**config.mk**
```make
export PLATFORM = sky130hd
export DESIGN_NAME = signed_int_to_radix_digits
export DESIGN_NICKNAME = d
export VERILOG_FILES = /design/src/hw/rtl/sitrd_pkg.sv /design/src/hw/rtl/signed_int_to_radix_digits.sv /design/src/hw/rtl/sitrd_alpha_check.sv /design/src/hw/rtl/sitrd_divider.sv /design/src/hw/rtl/sitrd_digit_store.sv
export SDC_FILE = /design/constraint.sdc
export NUM_CORES = 1
export LEC_CHECK = 0
export ABC_AREA = 0
export BUFFER_PORTS_ARGS = -buffer_cell sky130_fd_sc_hd__clkbuf_2
export CORE_UTILIZATION = 57
export CTS_CLUSTER_DIAMETER = 200
export DETAILED_ROUTE_END_ITERATION = 10
export PLACE_DENSITY = 0.81
export SKIP_CTS_REPAIR_TIMING = 1
export SLEW_MARGIN = 20
export SYNTH_ARGS = -nofsm -noshare
export SYNTH_HDL_FRONTEND = slang
export SYNTH_HIERARCHICAL = 1
export SYNTH_SLANG_ARGS = --single-unit
```
**constraint.sdc**
```tcl
create_clock -name clk -period 4.4 [get_ports clk]
set_input_delay 0.88 -clock clk [delete_from_list [all_inputs] [get_ports clk]]
set_output_delay 0.88 -clock clk [all_outputs]
set_load 0.05 [all_outputs]
```
**src/hw/rtl/sitrd_pkg.sv**
```systemverilog
// Shared constants and widths for the signed integer to radix digits block.
package sitrd_pkg;

  localparam int MAX_SYMBOLS = 16;
  localparam int MAX_DIGITS  = 32;

  localparam int VALUE_W   = 32;
  localparam int SYM_W     = 8;
  localparam int SYMWORD_W = 64;
  localparam int BASE_W    = 5;
  localparam int DIGIT_W   = $clog2(MAX_SYMBOLS);
  localparam int IDX_W     = $clog2(MAX_DIGITS);
  localparam int CNT_W     = IDX_W + 1;
  localparam int DIVCNT_W  = $clog2(VALUE_W);
  localparam int CFG_IDX_W = 2;

  localparam logic [CFG_IDX_W-1:0] REG_SYMBOLS_LOW  = 2'd0;
  localparam logic [CFG_IDX_W-1:0] REG_SYMBOLS_HIGH = 2'd1;
  localparam logic [CFG_IDX_W-1:0] REG_BASE_SIZE    = 2'd2;

  localparam logic [SYM_W-1:0] CHAR_MINUS = 8'h2D;
  localparam logic [SYM_W-1:0] CHAR_PLUS  = 8'h2B;
  localparam logic [SYM_W-1:0] CHAR_ZERO  = 8'h30;
  localparam logic [SYM_W-1:0] CHAR_NUL   = 8'h00;

endpackage

```
**src/hw/rtl/signed_int_to_radix_digits.sv**
```systemverilog
// Top level: signed 32-bit value to text in a configured radix, one byte per item.
//
// Each accepted value is converted to text in the radix set by base_size, using the
// alphabet in symbols_low/symbols_high. The digits come from a shared one-bit-per-cycle
// restoring divider, one division per digit; a base-2 value has up to 32 digits.
// Each output character is then read from the digit store and loaded into the output
// register, waiting while the receiver stalls; a negative value gets '-' first and
// zero gives a single '0'. The input is stalled for the whole conversion and opens
// again once the last character sits in the output register. With an invalid
// alphabet the value is taken and dropped with no output. The user must write
// configuration only while the block is idle; the block itself does not enforce it.
module signed_int_to_radix_digits
  import sitrd_pkg::*;
(
  input  logic                 clk,
  input  logic                 rst,
  // configuration write port
  input  logic                 cfg_we,
  input  logic [CFG_IDX_W-1:0] cfg_index,
  input  logic [SYMWORD_W-1:0] cfg_data,
  // input channel
  input  logic                 in_valid,
  output logic                 in_stall,
  input  logic signed [VALUE_W-1:0] value,
  // output channel
  output logic                 out_valid,
  input  logic                 out_stall,
  output logic [SYM_W-1:0]     character,
  output logic                 last
);

  typedef enum logic [5:0] {
    ST_IDLE = 6'b000001,
    ST_DIV  = 6'b000010,
    ST_SIGN = 6'b000100,
    ST_READ = 6'b001000,
    ST_EMIT = 6'b010000,
    ST_ZERO = 6'b100000
  } state_t;

  // configuration registers
  logic [SYMWORD_W-1:0] symbols_low;
  logic [SYMWORD_W-1:0] symbols_high;
  logic [BASE_W-1:0]    base_size;

  // sequencer state
  state_t             state, state_next;
  logic               negative_flag, negative_flag_next;
  logic [CNT_W-1:0]   digit_count, digit_count_next;
  logic [IDX_W-1:0]   rd_ptr, rd_ptr_next;

  // datapath
  logic               alpha_ok;
  logic               accept;
  logic [VALUE_W-1:0] mag_in;
  logic               div_start;
  logic [VALUE_W-1:0] div_dividend;
  logic               div_done;
  logic [VALUE_W-1:0] div_quot;
  logic [DIGIT_W-1:0] div_rem;
  logic               mem_we;
  logic               mem_re;
  logic [DIGIT_W-1:0] mem_rdata;
  logic [2*SYMWORD_W-1:0] sym_table;

  // output register control
  logic               out_free;
  logic               push;
  logic [SYM_W-1:0]   push_char;
  logic               push_last;

  always_ff @(posedge clk) begin
    if (rst) begin
      symbols_low  <= '0;
      symbols_high <= '0;
      base_size    <= '0;
    end else if (cfg_we) begin
      case (cfg_index)
        REG_SYMBOLS_LOW:  symbols_low  <= cfg_data;
        REG_SYMBOLS_HIGH: symbols_high <= cfg_data;
        REG_BASE_SIZE:    base_size    <= cfg_data[BASE_W-1:0];
        default:          ;
      endcase
    end
  end

  sitrd_alpha_check u_alpha (
    .symbols_low  (symbols_low),
    .symbols_high (symbols_high),
    .base_size    (base_size),
    .ok           (alpha_ok)
  );

  sitrd_divider u_div (
    .clk      (clk),
    .rst      (rst),
    .start    (div_start),
    .dividend (div_dividend),
    .divisor  (base_size),
    .done     (div_done),
    .quot     (div_quot),
    .rem      (div_rem)
  );

  // digits land least significant first at digit_count, read back from the top
  sitrd_digit_store u_store (
    .clk   (clk),
    .we    (mem_we),
    .waddr (digit_count[IDX_W-1:0]),
    .wdata (div_rem),
    .re    (mem_re),
    .raddr (rd_ptr),
    .rdata (mem_rdata)
  );

  assign in_stall  = (state != ST_IDLE);
  assign accept    = in_valid && !in_stall;
  // most negative value wraps to 2^31, which is exact as unsigned
  assign mag_in    = value[VALUE_W-1] ? (VALUE_W'(0) - VALUE_W'(value)) : VALUE_W'(value);
  assign sym_table = {symbols_high, symbols_low};
  assign out_free  = !out_valid || !out_stall;

  always_comb begin
    state_next         = state;
    negative_flag_next = negative_flag;
    digit_count_next   = digit_count;
    rd_ptr_next        = rd_ptr;
    div_start          = 1'b0;
    div_dividend       = div_quot;
    mem_we             = 1'b0;
    mem_re             = 1'b0;
    push               = 1'b0;
    push_char          = CHAR_ZERO;
    push_last          = 1'b0;
    case (state)
      ST_IDLE: begin
        // bad alphabet: item dropped, state untouched
        if (accept && alpha_ok) begin
          negative_flag_next = value[VALUE_W-1];
          digit_count_next   = '0;
          if (mag_in == '0) begin
            state_next = ST_ZERO;
          end else begin
            div_start    = 1'b1;
            div_dividend = mag_in;
            state_next   = ST_DIV;
          end
        end
      end
      ST_DIV: begin
        if (div_done) begin
          mem_we           = 1'b1;
          digit_count_next = digit_count + CNT_W'(1);
          if (div_quot != '0) begin
            div_start = 1'b1;
          end else begin
            // top digit sits at the index just written
            rd_ptr_next = digit_count[IDX_W-1:0];
            state_next  = negative_flag ? ST_SIGN : ST_READ;
          end
        end
      end
      ST_SIGN: begin
        if (out_free) begin
          push       = 1'b1;
          push_char  = CHAR_MINUS;
          state_next = ST_READ;
        end
      end
      ST_READ: begin
        mem_re     = 1'b1;
        state_next = ST_EMIT;
      end
      ST_EMIT: begin
        if (out_free) begin
          push      = 1'b1;
          push_char = sym_table[{mem_rdata, 3'b000} +: SYM_W];
          push_last = (rd_ptr == '0);
          if (rd_ptr == '0) begin
            state_next = ST_IDLE;
          end else begin
            rd_ptr_next = rd_ptr - IDX_W'(1);
            state_next  = ST_READ;
          end
        end
      end
      ST_ZERO: begin
        if (out_free) begin
          push       = 1'b1;
          push_char  = CHAR_ZERO;
          push_last  = 1'b1;
          state_next = ST_IDLE;
        end
      end
      default: begin
        state_next = ST_IDLE;
      end
    endcase
  end

  always_ff @(posedge clk) begin
    if (rst) begin
      state         <= ST_IDLE;
      negative_flag <= 1'b0;
      digit_count   <= '0;
      rd_ptr        <= '0;
    end else begin
      state         <= state_next;
      negative_flag <= negative_flag_next;
      digit_count   <= digit_count_next;
      rd_ptr        <= rd_ptr_next;
    end
  end

  // output register: holds a character until the receiver takes it
  always_ff @(posedge clk) begin
    if (rst) begin
      out_valid <= 1'b0;
    end else if (push) begin
      out_valid <= 1'b1;
    end else if (!out_stall) begin
      out_valid <= 1'b0;
    end
  end

  always_ff @(posedge clk) begin
    if (push) begin
      character <= push_char;
      last      <= push_last;
    end
  end

  // digit count never runs past the store
  a_count_bound: assert property (@(posedge clk) disable iff (rst)
    digit_count <= CNT_W'(MAX_DIGITS))
    else $error("digit count beyond store depth");

  // divider finishes only while the sequencer waits for it
  a_done_in_div: assert property (@(posedge clk) disable iff (rst)
    div_done |-> (state == ST_DIV))
    else $error("divider done outside divide state");

  // loading the final character returns the sequencer to idle
  a_last_idle: assert property (@(posedge clk) disable iff (rst)
    (push && push_last) |=> (state == ST_IDLE))
    else $error("last character without return to idle");

  // a push never overwrites a character still waiting
  a_no_overwrite: assert property (@(posedge clk) disable iff (rst)
    push |-> out_free)
    else $error("output register overwritten");

endmodule

```
**src/hw/rtl/sitrd_alpha_check.sv**
```systemverilog
// Alphabet validity check over the configured symbol registers.
module sitrd_alpha_check
  import sitrd_pkg::*;
(
  input  logic [SYMWORD_W-1:0] symbols_low,
  input  logic [SYMWORD_W-1:0] symbols_high,
  input  logic [BASE_W-1:0]    base_size,
  output logic                 ok
);

  logic [SYM_W-1:0] sym [MAX_SYMBOLS];

  always_comb begin
    for (int k = 0; k < MAX_SYMBOLS; k++) begin
      if (k < 8) begin
        sym[k] = symbols_low[k*SYM_W +: SYM_W];
      end else begin
        sym[k] = symbols_high[(k-8)*SYM_W +: SYM_W];
      end
    end
  end

  always_comb begin
    ok = (base_size >= BASE_W'(2)) && (base_size <= BASE_W'(MAX_SYMBOLS));
    for (int i = 0; i < MAX_SYMBOLS; i++) begin
      if (BASE_W'(i) < base_size) begin
        if (sym[i] == CHAR_NUL || sym[i] == CHAR_PLUS || sym[i] == CHAR_MINUS) begin
          ok = 1'b0;
        end
        for (int j = i + 1; j < MAX_SYMBOLS; j++) begin
          if (BASE_W'(j) < base_size && sym[j] == sym[i]) begin
            ok = 1'b0;
          end
        end
      end
    end
  end

endmodule

```
**src/hw/rtl/sitrd_divider.sv**
```systemverilog
// Restoring divider: 32-bit dividend by the radix, one quotient bit per cycle.
module sitrd_divider
  import sitrd_pkg::*;
(
  input  logic               clk,
  input  logic               rst,
  input  logic               start,
  input  logic [VALUE_W-1:0] dividend,
  input  logic [BASE_W-1:0]  divisor,
  output logic               done,
  output logic [VALUE_W-1:0] quot,
  output logic [DIGIT_W-1:0] rem
);

  logic                busy;
  logic [DIVCNT_W-1:0] cnt;
  logic [DIGIT_W:0]    trial;
  logic                qbit;

  // divisor <= 16 keeps the partial remainder within DIGIT_W bits
  assign trial = {rem, quot[VALUE_W-1]};
  assign qbit  = (trial >= divisor);

  always_ff @(posedge clk) begin
    if (rst) begin
      busy <= 1'b0;
      done <= 1'b0;
      cnt  <= '0;
    end else begin
      done <= 1'b0;
      if (start) begin
        busy <= 1'b1;
        cnt  <= '0;
      end else if (busy) begin
        cnt <= cnt + DIVCNT_W'(1);
        if (cnt == DIVCNT_W'(VALUE_W - 1)) begin
          busy <= 1'b0;
          done <= 1'b1;
        end
      end
    end
  end

  always_ff @(posedge clk) begin
    if (start) begin
      quot <= dividend;
      rem  <= '0;
    end else if (busy) begin
      quot <= {quot[VALUE_W-2:0], qbit};
      rem  <= qbit ? DIGIT_W'(trial - divisor) : trial[DIGIT_W-1:0];
    end
  end

endmodule

```
**src/hw/rtl/sitrd_digit_store.sv**
```systemverilog
// Digit store: one write port, one registered read port.
module sitrd_digit_store
  import sitrd_pkg::*;
(
  input  logic               clk,
  input  logic               we,
  input  logic [IDX_W-1:0]   waddr,
  input  logic [DIGIT_W-1:0] wdata,
  input  logic               re,
  input  logic [IDX_W-1:0]   raddr,
  output logic [DIGIT_W-1:0] rdata
);

  logic [DIGIT_W-1:0] mem [MAX_DIGITS];

  always_ff @(posedge clk) begin
    if (we) begin
      mem[waddr] <= wdata;
    end
  end

  always_ff @(posedge clk) begin
    if (re) begin
      rdata <= mem[raddr];
    end
  end

endmodule
```
After elaboration in Yosys (flattened, before gate mapping). Memories as Yosys holds them, arrays and structs flattened. A register that Yosys moved wholly into a read port is not among the register bits. Index checks and enable logic that the tools add are counted.

Memories: 1. Memory bits (read-only): 0. Register bits: 204. Output and inout port bits: 11. Memory bits (writable): 128. Bits of input ports: 103. Logic and storage cells: 608. Latch bits: 0.

$add $sub $neg: 5. Multiplexer cells: 200. Shift-type cells: 1. Equal/unequal tests: 173. Multiply operators: 0. Reductions and logical operators: 193. $lt $le $gt $ge: 19. Bitwise logic cells: 1. Div/mod/pow operators: 0.

Memories: u_store.mem (depth 32, bits a word 4, read ports 1, clocked after memory_dff 1, write ports 1, line sitrd_digit_store.sv:14) `logic [DIGIT_W-1:0] mem [MAX_DIGITS];`.

Operators by type and width (count): $eq A8 B8 Y1 (120); $eq A8 B6 Y1 const B (32); $mux W32 (6); $mux W1 (170); $logic_not A8 Y1 (16); $shiftx A128 B8 Y8 (1); $logic_and A1 B1 Y1 (123); $mux W6 (9); $lt A4 B5 Y1 const A (8); $pmux W6 S6 (1); $logic_or A1 B1 Y1 (33); $logic_not A32 Y1 (1); $reduce_bool A32 Y1 (1); $sub A1 B32 Y32 const A (1); $mux W5 (5); $lt A3 B5 Y1 const A (4); $pmux W8 S2 (1); $ne A2 B2 Y1 const B (7); $mux W4 (3); $pmux W6 S2 (1); $lt A1 B5 Y1 const A (2); $lt A2 B5 Y1 const A (2); $pmux W5 S2 (1); $mux W8 (1); 31 further kinds (43).

Logic depth before layout (Yosys ltp). Gate-level depths: netlist of run 1.

Depth after elaboration: 160. Depth in mapped cells: 20. Mapped depth without buffers: 16.

By module. The synthesis of run 1 kept the hierarchy.

By module, submodules not included: sitrd_alpha_check (times used 1, area each 13280.2 µm², seq. area each 0.0 µm², cells an instance 1744); signed_int_to_radix_digits (times used 1, area each 8688.3 µm², seq. area each 3293.2 µm², cells an instance 1056); sitrd_digit_store (times used 1, area each 5178.7 µm², seq. area each 3963.8 µm², cells an instance 231); sitrd_divider (times used 1, area each 2037.0 µm², seq. area each 1181.1 µm², cells an instance 148).

Worst setup path after synthesis of run 1. No wires, ideal clock.

Path type: input to register. From: input port value[6]. To: register u_div.quot[0], enable pin. Buffers on the path: 3. Stages on the path: 12. Path slack: 0.227 ns. Data required time: 4.070 ns. Data arrival time: 3.844 ns. Setup time: 0.330 ns. Cell sequence: buf_2 or4_4 or4_1 a211oi_1 o2111ai_1 nor4_2 and4_4 a21o_1 o21ai_0 clkbuf_1 buf_2 or2_2.

Longest elaborated chain between the ends: 8. Elaborated cells between the ends (all ways): 11. Those cells by class: 1 x add/sub; 3 x eq/ne; 4 x mux; 3 x reduce/logical.

Ends and longest elaborated chain: start: declaration (line signed_int_to_radix_digits.sv:24) `input logic signed [VALUE_W-1:0] value,`; $sub A1 B32 Y32 (line signed_int_to_radix_digits.sv:119) `assign mag_in = value[VALUE_W-1] ? (VALUE_W'(0) - VALUE_W'(value)) : VALUE_W'(value);`; $mux W32 * (line signed_int_to_radix_digits.sv:119); $logic_not A32 Y1 * (line signed_int_to_radix_digits.sv:141) `if (mag_in == '0) begin`; $mux W1 * (line signed_int_to_radix_digits.sv:141); $mux W1 * (line signed_int_to_radix_digits.sv:138) `if (accept && alpha_ok) begin`; $pmux W1 S2 * (line signed_int_to_radix_digits.sv:135) `case (state)`; via div_start (line signed_int_to_radix_digits.sv:56) `logic div_start;`; $ne A2 B1 Y1 (no source line), or another cell as far along; $reduce_and A4 Y1 (no source line) *; end signal: assignment (line sitrd_divider.sv:46) `quot <= dividend;`; end signal: assignment (line sitrd_divider.sv:49) `quot <= {quot[VALUE_W-2:0], qbit};`; end: declaration (line sitrd_divider.sv:11) `output logic [VALUE_W-1:0] quot,`.

Mark *: on every way through the listed nets, which the timed path passes. The rest lies on a longest branch. A chain may end at the register's enable or synchronous reset.

Worst setup path after layout of run 1.
From: register symbols_high[3]. To: register u_div.quot[21] (data pin).

Longest elaborated chain between the ends: 150. Elaborated cells between the ends (all ways): 183. Those cells by class: 17 x eq/ne; 147 x mux; 19 x reduce/logical.

Ends and longest elaborated chain: start: declaration (line signed_int_to_radix_digits.sv:43) `logic [SYMWORD_W-1:0] symbols_high;`; start signal: assignment (line signed_int_to_radix_digits.sv:80) `REG_SYMBOLS_HIGH: symbols_high <= cfg_data;`; $eq A8 B8 Y1 (line sitrd_alpha_check.sv:31) `if (BASE_W'(j) < base_size && sym[j] == sym[i]) begin`; $logic_and A1 B1 Y1 (line sitrd_alpha_check.sv:31); $mux W1 (8 in a row) (line sitrd_alpha_check.sv:31); $mux W1 (line sitrd_alpha_check.sv:26) `if (BASE_W'(i) < base_size) begin`; $mux W1 (line sitrd_alpha_check.sv:27) `if (sym[i] == CHAR_NUL || sym[i] == CHAR_PLUS || sym[i] == CHAR_MINUS) begin`; $mux W1 (14 in a row) (line sitrd_alpha_check.sv:31); $mux W1 (line sitrd_alpha_check.sv:26); $mux W1 (line sitrd_alpha_check.sv:27); (+115 left out); $mux W1 * (line sitrd_alpha_check.sv:26); $mux W1 (line sitrd_alpha_check.sv:27); $mux W1 * (line sitrd_alpha_check.sv:26); via alpha_ok (line signed_int_to_radix_digits.sv:53) `logic alpha_ok;`; $logic_and A1 B1 Y1 * (line signed_int_to_radix_digits.sv:138); $mux W1 * (line signed_int_to_radix_digits.sv:138); $pmux W1 S2 * (line signed_int_to_radix_digits.sv:135); $mux W32 * (line sitrd_divider.sv:45) `if (start) begin`.

Marks and branches as above.

==> metrics.txt, run 1 <==
Core ar.=0.05038 sq mm; Post-synth EDFFs=173; Simple-Gate Fraction of Synth Area=0.1687; Die H=228.3 um; fraction of layout cells with a size suffix above 1=0.2099; largest stage delay on the critical path=710 ps; syn_nets=3293; clock group share of total power=0.359; Final Wtd Congestion=1.109; Clock Tree Root=clkbuf_16; Pint=6.289 mW; dpl cells=3916; 1st-pass router iterations=8; DP Worst Slack=-60.63 ps; Worst Path Arrival=4690 ps; CTS tree=built; Synth Area in Adders=0.004973; Global Route Usage Sum=0.4338; initial drt markers=4592; Post-Syn Area=0.02918 sq mm; sequential power share=0.390; Crit path max-delay family=simple AND/OR/NAND/NOR gates; first-pass GRT wire length=168800 um; Vias/cell=6.822; CTS max path bufs=3; combinational power share=0.250; Worst-Margin Slew=1042 ps; Worst setup SP type=register; mux cell area share after synthesis=0.08935; area leader, netlist=edfxtp_1; # DRC=0; largest fanout on the critical path=27; Final WS setup=43.67 ps; Die W=228.3 um; min cycle time layout=4356 ps; Critical Path Slowest Stage Cell=dfxtp_1; IO Port Bufs=113; clock insertion delay at the later pin of the skew report=610 ps; Synth Register Bits=335; synth unique cells=96; reg2reg start=symbols_high[3]; Hold Path End=negative_flag; clock-pin slew on the worst setup and hold paths=60 ps; ANT nets after route=0; R2R cell count=15; skew final=36.87 ps; nets=3405; Cell Count, Final, Fillers Out=3996; Reg2Reg Capture Point=u_div/quot[21]; Hold WC Path Type=register to register; synth top area cells=edfxtp_1, xor2_1, xnor2_1; top cell type's share of synthesized area=0.1780; Pins Over Slew Limit=0; ys async rst share=0; sequential fraction of the synthesis area=0.2891; critical path capture point type=register; predominant post-synthesis flop cell=edfxtp_1; die area=0.05211 sq mm; num rows=82; final hold vios=0; Peak VDD IR=331.6 uV; CP required=4740 ps; # IOs=114; syn avg cell area=9.180 sq um; final wirelength=116500 um; r2r setup slk=40 ps; largest family of logic cells by synthesized area=XOR/XNOR gates; Worst Hold Depth=2; Synth Area in XOR/XNOR=0.3037; status=completed; Slew HR=0.3051; Setup Crit Path Kind=register to register; dpl hpwl=80500 um; max_cap viols=0; Most common cell on crit path=mux2_2; pwr/cell area=275.9 mW/mm^2; largest net degree at the start of global routing=103; Area Overhead vs Synth=14.35%; hold slack final=484.3 ps; CP bufs+invs=2; sw power=2.918 mW; Synth Area in Compound Gates=0.07091; GR Overflow Total=0; H-tree levels=2; DR vias=27260; vias in the first global route=25540; worst path cell trace=buf_4 > xor2_1 > nor4_1 > nand3_1 > o31ai_1 > nor4_2 > a21oi_1 > a2111o_1 > nor4_4 > nand2_1 > or2_4 > a21oi_4 > buf_12 > mux2_2 > mux2_2; Switching Fraction=0.3169; Max Clock Freq=229.6 MHz; P_leak=14.29 nW; RSZ-0062 raised after global routing=false; CTS Buf Count=38; setup TNS=0 ps; cells after synthesis=3179; initial antenna violation count=4; Avg WL per Cell=29.15 um; Final period util=0.9901; CTS Sinks=335; hold path start=negative_flag; endpoints failing setup=0; Synth Warn #=6; initial core utilization=0.5793
==> Yosys cell counts (all sizes together) (23+ instances only) <==
cell    count
o21ai      27
clkbuf     66
mux4       74
edfxtp    173
nor2       89
mux2       63
nor3       80
inv        26
buf       299
a21oi     176
or4        23
nand4     121
xnor2     430
dfxtp     162
nor4      171
xor2      582
nand2     311
nand3      75
==> per-layer routing <==
metal,vias up,global-route usage,part of all wire
met1,12970,0.5625,0.37
met2,2375,0.6201,0.41
met4,8,0.2563,0.069
met5,-,0,0.00052
met3,606,0.1536,0.15
li1,11310,-,-
==> cell usage in the layout, fill, tap and decap left out, drive strengths merged, types with 28 or more instances in the layout <==
master  Yosys  routed
a21oi     176     176
buf       299     325
clkbuf     66     167
dfxtp     162     162
edfxtp    173     173
inv        26      28
mux2       63      63
mux4       74      74
nand2     311     311
nand3      75      75
nand4     121     121
nor2       89      89
nor3       80      80
nor4      171     171
xnor2     430     430
xor2      582     582
==> state kept, by name, summed over array words and instances, names as in the netlist <==
signal / flops
base_size: 5
character: 8
digit_count: 5
last: 1
negative_flag: 1
out_valid: 1
rd_ptr: 5
state: 6
symbols_high: 64
symbols_low: 64
u_div/busy: 1
u_div/cnt: 5
u_div/done: 1
u_div/quot: 32
u_div/rem: 4
u_store/mem: 128
u_store/rdata: 4
==> worst reg2reg max path: cells and delay by family, from the launching register on <==
kind,cells,cell delay [ps]
AOI/OAI and AO/OA,4,760
xor gates and xnor gates,1,150
buffers and inverters,2,480
DFF,1,710
muxes,2,640
and+or+nand+nor,6,1350
==> logic make-up after synthesis <==
kind of cell | Yosys count
flip-flops | 335
AO/OA/AOI/OAI | 325
AND/OR/NAND/NOR | 946
buffers and inverters | 391
multiplexers | 159
XOR/XNOR | 1012
adder cells (fa/ha/maj) | 11
==> metrics by stage <==
stage	instance area (sq um)	util	power, mW
after floorplan	29180	-	5.048
after global placement	31910	0.6335	5.793
after detailed placement	31910	0.6335	5.825
after CTS	33200	0.6591	9.094
after global routing	33360	0.6623	9.427
final	33370	0.6624	9.206
==> worst max-delay path by stage <==
stage,startpoint,endpoint,slack (ps),cells after the start
3_3_place_gp,symbols_low[45],u_div/quot[2],20,16
3_5_place_dp,base_size[1],u_div/quot[21],-60,17
6_report,symbols_high[3],u_div/quot[21],40,15
5_1_grt,base_size[4],u_div/quot[2],60,15
4_1_cts,base_size[1],u_div/quot[8],-80,17
2_1_floorplan,value[6],u_div/quot[0],230,12
==> area by class of cell <==
class                      count  area (sq um)
multi-input combinational   2453         18710
fill                        3870         17010
sequential                   335          8449
timing repair buffer         437          3975
clock buffer                  55          1065
tap                          672         840.8
clock inverter                15         226.5
inverter                      26         97.59
antenna                        3         7.507
==> power by group through the flow <==
stage | registers (mW) | logic [mW] | clock network, mW
2_1_floorplan | 3.67 | 1.38 | 0
3_3_place_gp | 3.65 | 2.14 | 0
3_5_place_dp | 3.66 | 2.17 | 0
4_1_cts | 3.59 | 2.18 | 3.32
5_1_grt | 3.60 | 2.39 | 3.44
6_report | 3.59 | 2.30 | 3.31
Power figures use the tool's default switching activity.
==> inputs of run 2 (changes only) <==
--- a/config.mk
+++ b/config.mk
@@ -7,10 +7,10 @@
 export LEC_CHECK = 0
 export ABC_AREA = 0
 export BUFFER_PORTS_ARGS = -buffer_cell sky130_fd_sc_hd__clkbuf_2
-export CORE_UTILIZATION = 57
+export CORE_UTILIZATION = 55
 export CTS_CLUSTER_DIAMETER = 200
 export DETAILED_ROUTE_END_ITERATION = 10
-export PLACE_DENSITY = 0.81
+export PLACE_DENSITY = 0.79
 export SKIP_CTS_REPAIR_TIMING = 1
 export SLEW_MARGIN = 20
 export SYNTH_ARGS = -nofsm -noshare
==> run 2 against run 1 <==
The run now ends with setup timing left. Register-to-register slack lost 100 ps. Cell count grew 1.8%. Non-clock buffer count grew 55. Flip-flop and latch count is the same. Design area grew 1.2%. Critical endpoint is now u_div/quot[1]. Sequential power is essentially flat. Total power shrank 1.1%. Sequential share of layout area shrank 0.20 points.
==> metrics.txt, run 2 (synthesis gave the netlist of run 1 again) <==
vias in the first global route=25680; # IOs=114; critical path capture point type=register; first-pass GRT wire length=172100 um; Vias/cell=6.703; Largest regs=u_store/mem x128, symbols_high x64, symbols_low x64; Final WS setup=-59.50 ps; fraction of layout cells with a size suffix above 1=0.2305; largest fanout on the critical path=8; endpoints failing setup=23; nets=3460; Core ar.=0.05245 sq mm; Peak VDD IR=297.0 uV; final wirelength=118900 um; GR Overflow Total=0; initial antenna violation count=10; Slew HR=0.2265; reg2reg start=symbols_low[46]; largest net degree at the start of global routing=68; Finished Core Util=0.6438; max FFs per register=128; failing checks=setup timing; Die H=232.4 um; H-tree levels=2; clock-pin slew on the worst setup and hold paths=60 ps; CP required=4740 ps; Setup Crit Path Kind=register to register; status=finished, violations left; Avg WL per Cell=29.24 um; CTS Sinks=335; Pins Over Slew Limit=0; IO Port Bufs=113; CP startpoint=symbols_low[46]; P_leak=14.57 nW; final hold vios=0; Hold Path End=negative_flag; max_cap viols=0; Most flops, register=u_store/mem; DR vias=27270; # DRC=0; Worst Path Arrival=4800 ps; # fillers=4249; initial drt markers=4181; Final Wtd Congestion=1.129; Area Overhead vs Synth=15.70%; skew final=17.33 ps; Hold WC Path Type=register to register; initial core utilization=0.5565; most frequent cells in the layout=xor2_1, xnor2_1, nand2_1; pwr/cell area=269.6 mW/mm^2; CTS max path bufs=3; Worst Hold Depth=2; ANT nets after route=0; 1st-pass router iterations=6; min cycle time layout=4460 ps; Global Route Usage Sum=0.4335; Overall Power=9.103 mW; die area=0.05399 sq mm; Die W=232.4 um; r2r setup slk=-60 ps; Worst setup SP type=register; R2R cell count=17; CTS tree=built; clock insertion delay at the later pin of the skew report=600 ps; CTS Buf Count=38; dpl hpwl=84810 um; most common cell after layout, fill and taps aside=xor2_1; Final period util=1.014; Max Clock Freq=224.2 MHz; hold path start=negative_flag; num rows=84; Worst-Margin Slew=1145 ps; Reg2Reg Capture Point=u_div/quot[1]; Clock Tree Root=clkbuf_16
==> run 2: where the power goes <==
part / switching [mW] / leakage (nW) / internal, mW
registers: 0.0891 / 2.90 / 3.49
logic: 1.41 / 11.1 / 0.916
clock network: 1.41 / 0.606 / 1.78
total: 2.91 / 14.6 / 6.19
==> run 2: routing by layer <==
metal	track usage	share of wire	vias to the layer above
met5	0	0.0013	-
met4	0.2085	0.052	14
met3	0.1525	0.15	486
met2	0.6155	0.42	2263
met1	0.5821	0.38	13080
li1	-	-	11420
==> run 2: worst max-delay path: stages, from the launching register on <==
cell and delay [ps]:
dfxtp_2 560, buf_4 190, xor2_1 160, nor4_1 90, nand3_1 140, o31ai_1 110, nor4_2 370, o2111ai_2 230
a2111o_1 460, nor4_4 340, buf_4 180, nand2_1 80, or2_4 270, a21oi_4 120, buf_4 160, clkbuf_16 150
mux2_2 320, mux2_2 260
==> run 2: layout make-up <==
class | instances | area (sq um) | area share
Inverter | 26 | 97.59 | 0.002890
Antenna cell | 4 | 10.01 | 0.0002964
Timing Repair Buffer | 492 | 4337 | 0.1284
Clock inverter | 15 | 180.2 | 0.005336
Sequential cell | 335 | 8482 | 0.2512
Multi-Input combinational cell | 2453 | 18730 | 0.5548
Tap cell | 688 | 860.8 | 0.02549
Clock buffer | 55 | 1065 | 0.03153
==> run 2: worst max-delay path by stage <==
stage                     cells past startpoint             end
final                                        17   u_div/quot[1]
after global routing                         17   u_div/quot[2]
after CTS                                    16  u_div/quot[15]
after detailed placement                     15  u_div/quot[15]
after global placement                       17  u_div/quot[15]
after floorplan                              12   u_div/quot[0]
==> run 2: per-stage QoR <==
stage / area, sq um / std cells / TNS [ps] / setup slack [ps] / hold slack [ps]
after floorplan: 29180 / 3179 / 0 / 226.5 / 442.8
after global placement: 32140 / 3980 / -2634 / -120.1 / 460.7
after detailed placement: 32140 / 3980 / -3437 / -154.9 / 467.3
after CTS: 33390 / 4050 / -4728 / -185.2 / 475.3
after global routing: 33760 / 4066 / -1400 / -88.10 / 491.4
final: 33770 / 4068 / -547.8 / -59.50 / 475.7
